`config.mk`:
```
export PLATFORM = sky130hd
export DESIGN_NAME = edge_set_reachability_classifier
export DESIGN_NICKNAME = d
export VERILOG_FILES = /design/src/sv/esr_pkg.sv /design/src/sv/esr_ctrl.sv /design/src/sv/esr_datapath.sv /design/src/sv/edge_set_reachability_classifier.sv
export SDC_FILE = /design/constraint.sdc
export NUM_CORES = 1
export LEC_CHECK = 0
export ABC_AREA = 1
export BUFFER_PORTS_ARGS = -buffer_cell sky130_fd_sc_hd__buf_2
export CORE_ASPECT_RATIO = 1.1
export CORE_MARGIN = 5
export CORE_UTILIZATION = 50
export CTS_BUF_LIST = sky130_fd_sc_hd__clkbuf_8 sky130_fd_sc_hd__clkbuf_16
export DETAILED_ROUTE_END_ITERATION = 6
export HOLD_SLACK_MARGIN = 0.05
export PLACE_DENSITY = 0.68
export SYNTH_ARGS = -nofsm -noshare
export SYNTH_HDL_FRONTEND = slang
export SYNTH_SLANG_ARGS = --single-unit
```
`constraint.sdc`:
```
create_clock -name clk -period 5.85 [get_ports clk]
set_input_delay 0 -clock clk [delete_from_list [all_inputs] [get_ports clk]]
set_output_delay 0 -clock clk [all_outputs]
set_load 0.005 [all_outputs]
```
`src/sv/esr_pkg.sv`:
```
package esr_pkg;

  // Node numbers in the edge table and on the ports are always 6 bits.
  localparam int NODE_ID_W = 6;
  localparam int ENTRY_W   = 2 * NODE_ID_W;
  localparam int SET_W     = 64;

  typedef struct packed {
    logic load_edge;   // write one edge table entry
    logic load_query;  // capture a query and seed both closures
    logic sweep;       // issue one edge table read
    logic restart;     // begin another pass over the edges
    logic finish;      // register the result
  } esr_cmd_t;

  typedef struct packed {
    logic last_edge;   // the read issued this cycle is the last edge
    logic changed;     // some closure grew during the current pass
  } esr_status_t;

endpackage

```
`src/sv/esr_ctrl.sv`:
```
module esr_ctrl
  import esr_pkg::*;
(
  input  logic        clk,
  input  logic        rst_n,
  input  logic        start,
  input  logic        in_kind,
  input  esr_status_t status,
  output esr_cmd_t    cmd,
  output logic        busy,
  output logic        out_valid
);

  typedef enum logic [1:0] {
    ST_IDLE,
    ST_SWEEP,
    ST_DRAIN
  } state_t;

  state_t state_r, state_nxt;
  logic   busy_r, busy_nxt;
  logic   out_valid_r, out_valid_nxt;
  logic   accept;

  assign accept = start && !busy_r;

  always_comb begin
    state_nxt      = state_r;
    busy_nxt       = busy_r;
    out_valid_nxt  = 1'b0;
    cmd            = '0;
    cmd.load_edge  = accept && !in_kind;
    cmd.load_query = accept && in_kind;
    unique case (state_r)
      ST_IDLE: begin
        if (cmd.load_query) begin
          state_nxt = ST_SWEEP;
          busy_nxt  = 1'b1;
        end
      end
      ST_SWEEP: begin
        cmd.sweep = 1'b1;
        if (status.last_edge) begin
          state_nxt = ST_DRAIN;
        end
      end
      ST_DRAIN: begin
        // The last edge of the pass is applied in this cycle.
        if (status.changed) begin
          cmd.restart = 1'b1;
          state_nxt   = ST_SWEEP;
        end else begin
          cmd.finish    = 1'b1;
          state_nxt     = ST_IDLE;
          busy_nxt      = 1'b0;
          out_valid_nxt = 1'b1;
        end
      end
      default: begin
        state_nxt = ST_IDLE;
        busy_nxt  = 1'b0;
      end
    endcase
  end

  always_ff @(posedge clk) begin
    if (!rst_n) begin
      state_r     <= ST_IDLE;
      busy_r      <= 1'b0;
      out_valid_r <= 1'b0;
    end else begin
      state_r     <= state_nxt;
      busy_r      <= busy_nxt;
      out_valid_r <= out_valid_nxt;
    end
  end

  assign busy      = busy_r;
  assign out_valid = out_valid_r;

endmodule

```
`src/sv/esr_datapath.sv`:
```
module esr_datapath
  import esr_pkg::*;
#(
  parameter int NODE_COUNT = 64,
  parameter int EDGE_COUNT = 64
)
(
  input  logic                 clk,
  input  logic                 rst_n,
  input  esr_cmd_t             cmd,
  output esr_status_t          status,
  input  logic [NODE_ID_W-1:0] in_edge_index,
  input  logic [NODE_ID_W-1:0] in_edge_source,
  input  logic [NODE_ID_W-1:0] in_edge_target,
  input  logic [SET_W-1:0]     in_sure_edges,
  input  logic [SET_W-1:0]     in_absent_edges,
  input  logic [SET_W-1:0]     in_middle_edges,
  input  logic [SET_W-1:0]     in_start_nodes,
  input  logic [SET_W-1:0]     in_end_nodes,
  output logic                 out_decided,
  output logic [SET_W-1:0]     out_reached_set
);

  localparam int NODE_W = (NODE_COUNT > 1) ? $clog2(NODE_COUNT) : 1;
  localparam int EDGE_W = (EDGE_COUNT > 1) ? $clog2(EDGE_COUNT) : 1;

  logic [ENTRY_W-1:0]    edge_mem [EDGE_COUNT];
  logic [ENTRY_W-1:0]    rd_data_r;
  logic [EDGE_W-1:0]     rd_idx_r;
  logic                  rd_valid_r;
  logic [EDGE_W-1:0]     edge_cnt_r;
  logic [EDGE_COUNT-1:0] use_sure_r, use_maybe_r;
  logic [NODE_COUNT-1:0] ends_r;
  logic [NODE_COUNT-1:0] seen_sure_r, seen_sure_nxt;
  logic [NODE_COUNT-1:0] seen_maybe_r, seen_maybe_nxt;
  logic                  changed_r;
  logic                  out_decided_r;
  logic [SET_W-1:0]      out_reached_r;

  logic [NODE_ID_W-1:0]  src, dst;
  logic [NODE_W-1:0]     src_i, dst_i;
  logic                  in_range;
  logic                  hit_sure, hit_maybe;
  logic                  load_ok;
  logic [NODE_COUNT-1:0] undecided;

  assign load_ok = (NODE_ID_W'(EDGE_COUNT - 1) >= in_edge_index);

  // Edge table: one write port for loads, one registered read port for sweeps.
  always_ff @(posedge clk) begin
    if (cmd.load_edge && load_ok) begin
      edge_mem[in_edge_index[EDGE_W-1:0]] <= {in_edge_target, in_edge_source};
    end
    rd_data_r <= edge_mem[edge_cnt_r];
    rd_idx_r  <= edge_cnt_r;
  end

  assign src      = rd_data_r[NODE_ID_W-1:0];
  assign dst      = rd_data_r[ENTRY_W-1:NODE_ID_W];
  assign src_i    = src[NODE_W-1:0];
  assign dst_i    = dst[NODE_W-1:0];
  assign in_range = ((NODE_ID_W + 1)'(src) < (NODE_ID_W + 1)'(NODE_COUNT)) &&
                    ((NODE_ID_W + 1)'(dst) < (NODE_ID_W + 1)'(NODE_COUNT));

  // An edge counts as progress only when it marks a node not yet seen.
  always_comb begin
    hit_sure  = 1'b0;
    hit_maybe = 1'b0;
    if (rd_valid_r && in_range) begin
      if (use_sure_r[rd_idx_r]) begin
        hit_sure = seen_sure_r[src_i] && !seen_sure_r[dst_i];
      end
      if (use_maybe_r[rd_idx_r]) begin
        hit_maybe = seen_maybe_r[src_i] && !seen_maybe_r[dst_i];
      end
    end
    seen_sure_nxt  = seen_sure_r;
    seen_maybe_nxt = seen_maybe_r;
    if (hit_sure) begin
      seen_sure_nxt[dst_i] = 1'b1;
    end
    if (hit_maybe) begin
      seen_maybe_nxt[dst_i] = 1'b1;
    end
  end

  assign status.last_edge = (edge_cnt_r == EDGE_W'(EDGE_COUNT - 1));
  assign status.changed   = changed_r || hit_sure || hit_maybe;

  assign undecided = ends_r & ~seen_sure_r & seen_maybe_r;

  always_ff @(posedge clk) begin
    if (!rst_n) begin
      rd_valid_r <= 1'b0;
      edge_cnt_r <= '0;
      changed_r  <= 1'b0;
    end else begin
      rd_valid_r <= cmd.sweep;
      if (cmd.load_query) begin
        edge_cnt_r <= '0;
        changed_r  <= 1'b0;
      end else begin
        if (cmd.sweep) begin
          edge_cnt_r <= status.last_edge ? '0 : edge_cnt_r + 1'b1;
        end
        changed_r <= cmd.restart ? 1'b0 : status.changed;
      end
    end
  end

  always_ff @(posedge clk) begin
    if (cmd.load_query) begin
      use_sure_r   <= in_sure_edges[EDGE_COUNT-1:0];
      use_maybe_r  <= in_middle_edges[EDGE_COUNT-1:0] & ~in_absent_edges[EDGE_COUNT-1:0];
      ends_r       <= in_end_nodes[NODE_COUNT-1:0];
      seen_sure_r  <= in_start_nodes[NODE_COUNT-1:0];
      seen_maybe_r <= in_start_nodes[NODE_COUNT-1:0];
    end else begin
      seen_sure_r  <= seen_sure_nxt;
      seen_maybe_r <= seen_maybe_nxt;
    end
    if (cmd.finish) begin
      out_decided_r <= (undecided == '0);
      out_reached_r <= (undecided == '0) ? SET_W'(ends_r & seen_sure_r) : '0;
    end
  end

  assign out_decided     = out_decided_r;
  assign out_reached_set = out_reached_r;

endmodule

```
`src/sv/edge_set_reachability_classifier.sv`:
```
// Channel   Handshake             Payload
// input     start high, busy low  in_kind, in_edge_index/source/target, in_*_edges/nodes
// result    out_valid for 1 cycle out_decided, out_reached_set
//
// A load transaction writes one edge table entry at the accepting edge; busy stays low.
// A query sweeps the edge table one edge per cycle, updating both closures together,
// and repeats the sweep until a pass adds no node.
// The result strobe rises in the cycle busy falls; the receiver cannot stall it.
// Reset is synchronous and clears the control state; the edge table is not cleared.
module edge_set_reachability_classifier
  import esr_pkg::*;
#(
  parameter int NODE_COUNT = 64,
  parameter int EDGE_COUNT = 64
)
(
  input  logic                 clk,
  input  logic                 rst_n,
  input  logic                 start,
  output logic                 busy,
  input  logic                 in_kind,
  input  logic [NODE_ID_W-1:0] in_edge_index,
  input  logic [NODE_ID_W-1:0] in_edge_source,
  input  logic [NODE_ID_W-1:0] in_edge_target,
  input  logic [SET_W-1:0]     in_sure_edges,
  input  logic [SET_W-1:0]     in_absent_edges,
  input  logic [SET_W-1:0]     in_middle_edges,
  input  logic [SET_W-1:0]     in_start_nodes,
  input  logic [SET_W-1:0]     in_end_nodes,
  output logic                 out_valid,
  output logic                 out_decided,
  output logic [SET_W-1:0]     out_reached_set
);

  esr_cmd_t    cmd;
  esr_status_t status;

  esr_ctrl u_ctrl (
    .clk       (clk),
    .rst_n     (rst_n),
    .start     (start),
    .in_kind   (in_kind),
    .status    (status),
    .cmd       (cmd),
    .busy      (busy),
    .out_valid (out_valid)
  );

  esr_datapath #(
    .NODE_COUNT (NODE_COUNT),
    .EDGE_COUNT (EDGE_COUNT)
  ) u_datapath (
    .clk             (clk),
    .rst_n           (rst_n),
    .cmd             (cmd),
    .status          (status),
    .in_edge_index   (in_edge_index),
    .in_edge_source  (in_edge_source),
    .in_edge_target  (in_edge_target),
    .in_sure_edges   (in_sure_edges),
    .in_absent_edges (in_absent_edges),
    .in_middle_edges (in_middle_edges),
    .in_start_nodes  (in_start_nodes),
    .in_end_nodes    (in_end_nodes),
    .out_decided     (out_decided),
    .out_reached_set (out_reached_set)
  );

`ifndef SYNTHESIS
  a_result_ends_query: assert property (@(posedge clk) disable iff (!rst_n)
    out_valid |-> !busy && $past(busy))
    else $error("result strobe without a query in progress");

  a_query_goes_busy: assert property (@(posedge clk) disable iff (!rst_n)
    start && !busy && in_kind |=> busy)
    else $error("accepted query did not start");

  a_load_no_result: assert property (@(posedge clk) disable iff (!rst_n)
    start && !busy && !in_kind |=> !busy && !out_valid)
    else $error("load transaction disturbed the controller");

  a_sweep_commands_exclusive: assert property (@(posedge clk) disable iff (!rst_n)
    $onehot0({cmd.sweep, cmd.restart, cmd.finish, cmd.load_query}))
    else $error("conflicting datapath commands");
`endif

endmodule
```
==> results.md <==
| Group | Item | Reported |
| --- | --- | --- |
| clock tree | Clock tree from TritonCTS | yes |
| route | Final WL | 157 mm |
| critical path | Launching instance or port of the critical path | u_datapath.rd_data_r[7] |
| logic synthesis | Mean instance size in the synthesized netlist | 11.1 um2 |
| clock tree | Count of instances resized after the clock tree is built | 0 |
| floorplanning | Die area | 0.107 mm2 |
| clock tree | TritonCTS buffer count | 116 |
| critical path | Critical path required time | 6.29 ns |
| logic synthesis | Combined area of all synthesized cells | 0.0504 mm2 |
| finish | Fraction of final layout cells sized beyond drive strength 1 | 12.6% |
| sta | Minimum period implied by the final worst setup slack | 4.39 ns |
| logic synthesis | Register area share after synthesis | 69.9% |
| route | WL per Instance | 23.1 um |
| logic synthesis | Library cells used by synthesis | 41 |
| finish | Synth-to-Final Area Change | 23.1% |
| place | Sum of net half-perimeters after detailed placement | 91.3 mm |
| finish | Area of all sequential standard cells | 0.0352 mm2 |
| sta | Final number of setup-violating endpoints | 0 |
| pwr | Standby leakage power | 0.0235 uW |
| route | Number of optimization iterations in the first detailed-route pass | 7 |
| job | Max-capacitance violation count | 0 |
| outcome | Run status | complete, no violations |
| critical path | Largest fanout of any net on the critical path | 46 |
| floorplanning | Standard-cell row count | 122 |
| logic synthesis | Number of enable-type register cells in the synthesized netlist | 1153 |
| floorplanning | Die Width | 313 um |
| logic synthesis | Area share of the largest cell type after synthesis | 68.7% |
| sta | Transition at the pin with the smallest max-transition slack | 1.28 ns |
| logic synthesis | Proportion of synthesized flip-flops having asynchronous set or reset | 0% |
| pwr | Cell area power density | 293 mW/mm2 |
| route | Vias post-DR | 39414 |
| logic synthesis | Number of synthesized register bits | 1183 |
| logic synthesis | Top cells by instance count after synthesis | sky130_fd_sc_hd__edfxtp_1 (1153), sky130_fd_sc_hd__nand2_1 (729), sky130_fd_sc_hd__o21ai_0 (691) |
| logic synthesis | Most common cell in the synthesized netlist | sky130_fd_sc_hd__edfxtp_1 |
| pwr | Maximum VDD drop | 0.000249 V |
| critical path | Type of the worst setup path | reg2reg |
| global route | Via count of the first global-routing pass | 38236 |
| route | Avg Vias per Cell | 5.82 |
| route | Number of DRC markers in iteration 0 | 4945 |
| sta | Post-route setup TNS | 0 ns |
| clock tree | Clock tree root buffer cell | sky130_fd_sc_hd__clkbuf_16 |
| sta | Worst clock skew on the final layout | 0.0297 ns |
| route | Antenna-violating nets left | 0 |
| clock tree | Max Buffers Root-to-Sink | 3 |
| critical path | Crit start category | flip-flop |
| global route | Routing usage on met3 | 4.19% |
| critical path | Capturing element type of the critical path | flip-flop |
| sta | Setup repair after global routing missed its margin | no |
| global route | First-pass GRT wire length | 234 mm |
| floorplanning | Vertical die dimension | 343 um |
| critical path | Reg-to-reg critical path startpoint | u_datapath.rd_data_r[7] |
| logic synthesis | Warnings, synthesis | 0 |
| pwr | Post-layout total power | 18200 uW |
| place | Placer Congestion | 0.929 |
| logic synthesis | Post-Syn Nets | 4886 |
| global route | Met2 Usage GRT | 46.7% |
| clock tree | Number of H-tree levels | 3 |
| finish | # nets final | 5709 |
| clock tree | Worst-Skew Late Latency | 0.71 ns |
| sta | Maximum clock frequency | 228 MHz |
| place | Number of port buffers | 408 |
| clock tree | # clock sinks | 1183 |
| sta | Count of final max-slew check failures | 0 |
| global route | Met1 usage | 37.3% |
| logic synthesis | Synthesized instance count | 4543 |
| global route | Overflow left after global routing | 0 |
| clock tree | Post-CTS repair timing setup buffer count | 0 |
| finish | Number of fill cells | 7501 |
| sta | Tcrit/Tclk final | 75.1% |
| floorplanning | Placeable core area | 0.100 mm2 |
| global route | Largest net degree at the start of global routing | 201 |
| logic synthesis | Top FF cell, synth | sky130_fd_sc_hd__edfxtp_1 |
| global route | Number of antenna violations at the first check in global routing | 7 |
| min path | Hold/Removal Path Class | in2reg |
| sta | Hold Violations, Final | 0 |
| global route | Routing layer with the top usage in global route | met2 |
| sta | Slew Limit Headroom | 14.7% |
| global route | Global-route usage over all layers | 28.2% |
| finish | Total area of multi-input combinational cells | 0.0128 mm2 |
| floorplanning | I/O pin cnt | 409 |
| clock tree | Clock slew at the register clock pins of the worst setup and hold paths | 0.06 ns |
| min path | Hold wc startpoint | in_middle_edges[46] |
| logic synthesis | Synth area leaders | sky130_fd_sc_hd__edfxtp_1 (69%), sky130_fd_sc_hd__o21ai_0 (6.9%), sky130_fd_sc_hd__nand2_1 (5.4%) |
| critical path | Data arrival time at the worst-slack endpoint | 4.83 ns |
| floorplanning | Initial standard-cell utilization of the core | 50.2% |
| clock tree | Hold-fix buffer count after cts | 465 |
| route | Total DRC errors in the routed layout | 0 |
| logic synthesis | Biggest area consumer among synthesized cells | sky130_fd_sc_hd__edfxtp_1 |
-- stage by stage --
stage          instances  area (um2)  setup WS (ns)  hold slack (ns)  util (%)
3_5_place_dp        6085       53800           1.51            0.178      53.6
4_1_cts             6765       62000           1.49           0.0607      61.8
3_3_place_gp        6085       53800           1.59            0.178      53.6
6_report            6772       62000           1.46            0.109      61.8
2_1_floorplan       4543       50400          0.598           0.0989         -
5_1_grt             6771       62000           1.14           0.0956      61.8
-- layout make-up --
cell class | instances | area share [%]
flip-flops and latches | 1183 | 56.8
multi-input cells | 2773 | 20.7
repair buffers | 967 | 12.1
clock buffers | 119 | 4.77
well taps | 1302 | 2.63
inverters | 325 | 2.00
clock inverters | 96 | 0.987
diodes | 7 | 0.0282
-- sequential cells by signal (all words and copies together), names as in the netlist --
register	cells
u_datapath.out_decided	1
u_datapath.use_sure_r	64
u_datapath.seen_maybe_r	64
u_datapath.out_reached_set	64
u_datapath.use_maybe_r	64
u_datapath.ends_r	64
u_datapath.changed_r	1
u_ctrl.busy	1
u_datapath.rd_data_r	12
u_ctrl.out_valid	1
u_datapath.rd_valid_r	1
u_datapath.seen_sure_r	64
u_datapath.rd_idx_r	6
u_datapath.edge_mem	768
u_datapath.edge_cnt_r	6
u_ctrl.state_r	2
-- final timing paths --
path / end / slack [ns] / depth (start not counted)
max: u_datapath.seen_sure_r[45] / 1.46 / 12
min: u_datapath.use_maybe_r[46] / 0.11 / 4
max reg2reg: u_datapath.seen_sure_r[45] / 1.46 / 12
min reg2reg: u_datapath.rd_idx_r[3] / 0.45 / 0
-- per-layer routing --
| metal | vias to the layer above | wire length [um] |
|---|---|---|
| met2 | 2236 | 75100 |
| met3 | 429 | 13200 |
| met4 | 0 | 7620 |
| met1 | 19015 | 60800 |
| met5 | - | 0 |
| li1 | 17734 | - |
-- power by group --
| group | internal [uW] | leakage [uW] | total, uW | switching [uW] |
|---|---|---|---|---|
| Combinational | 547 | 0.0107 | 1440 | 889 |
| Sequential | 9480 | 0.0109 | 9640 | 157 |
| Clock | 3900 | 0.00186 | 7090 | 3190 |
| Total | 13900 | 0.0235 | 18200 | 4240 |
-- critical path, stage by stage, from the launching register on --
cell	delay, ns
sky130_fd_sc_hd__dfxtp_1	0.97
sky130_fd_sc_hd__inv_2	0.41
sky130_fd_sc_hd__nor2_2	0.52
sky130_fd_sc_hd__nand2_2	0.32
sky130_fd_sc_hd__o21ai_1	0.21
sky130_fd_sc_hd__nor2_1	0.06
sky130_fd_sc_hd__nand2_1	0.05
sky130_fd_sc_hd__nand2_1	0.05
sky130_fd_sc_hd__nand3_1	0.08
sky130_fd_sc_hd__nor2_1	0.05
sky130_fd_sc_hd__nand3_1	0.11
sky130_fd_sc_hd__nand2_2	0.68
sky130_fd_sc_hd__buf_4	0.54
-- cells in the final DEF (no fill, tap or decap), drive strengths merged, types with 73 or more instances in the layout --
cell type    instances
o21ai              702
nand2              732
nand3              283
inv                355
edfxtp            1153
buf                502
o22ai              121
o221ai              73
dlygate4sd3        465
clkbuf             119
nor2               685
-- cells by family after synthesis --
family / after synthesis / share of synthesized area [%]
compound gates: 993 / 11.1
xor+xnor: 1 / 0.0174
fa+ha+maj: 1 / 0.0248
buf+inv: 587 / 4.68
flops: 1183 / 69.9
simple gates: 1778 / 14.3
No activity file was read; power rests on OpenSTA's default activity.
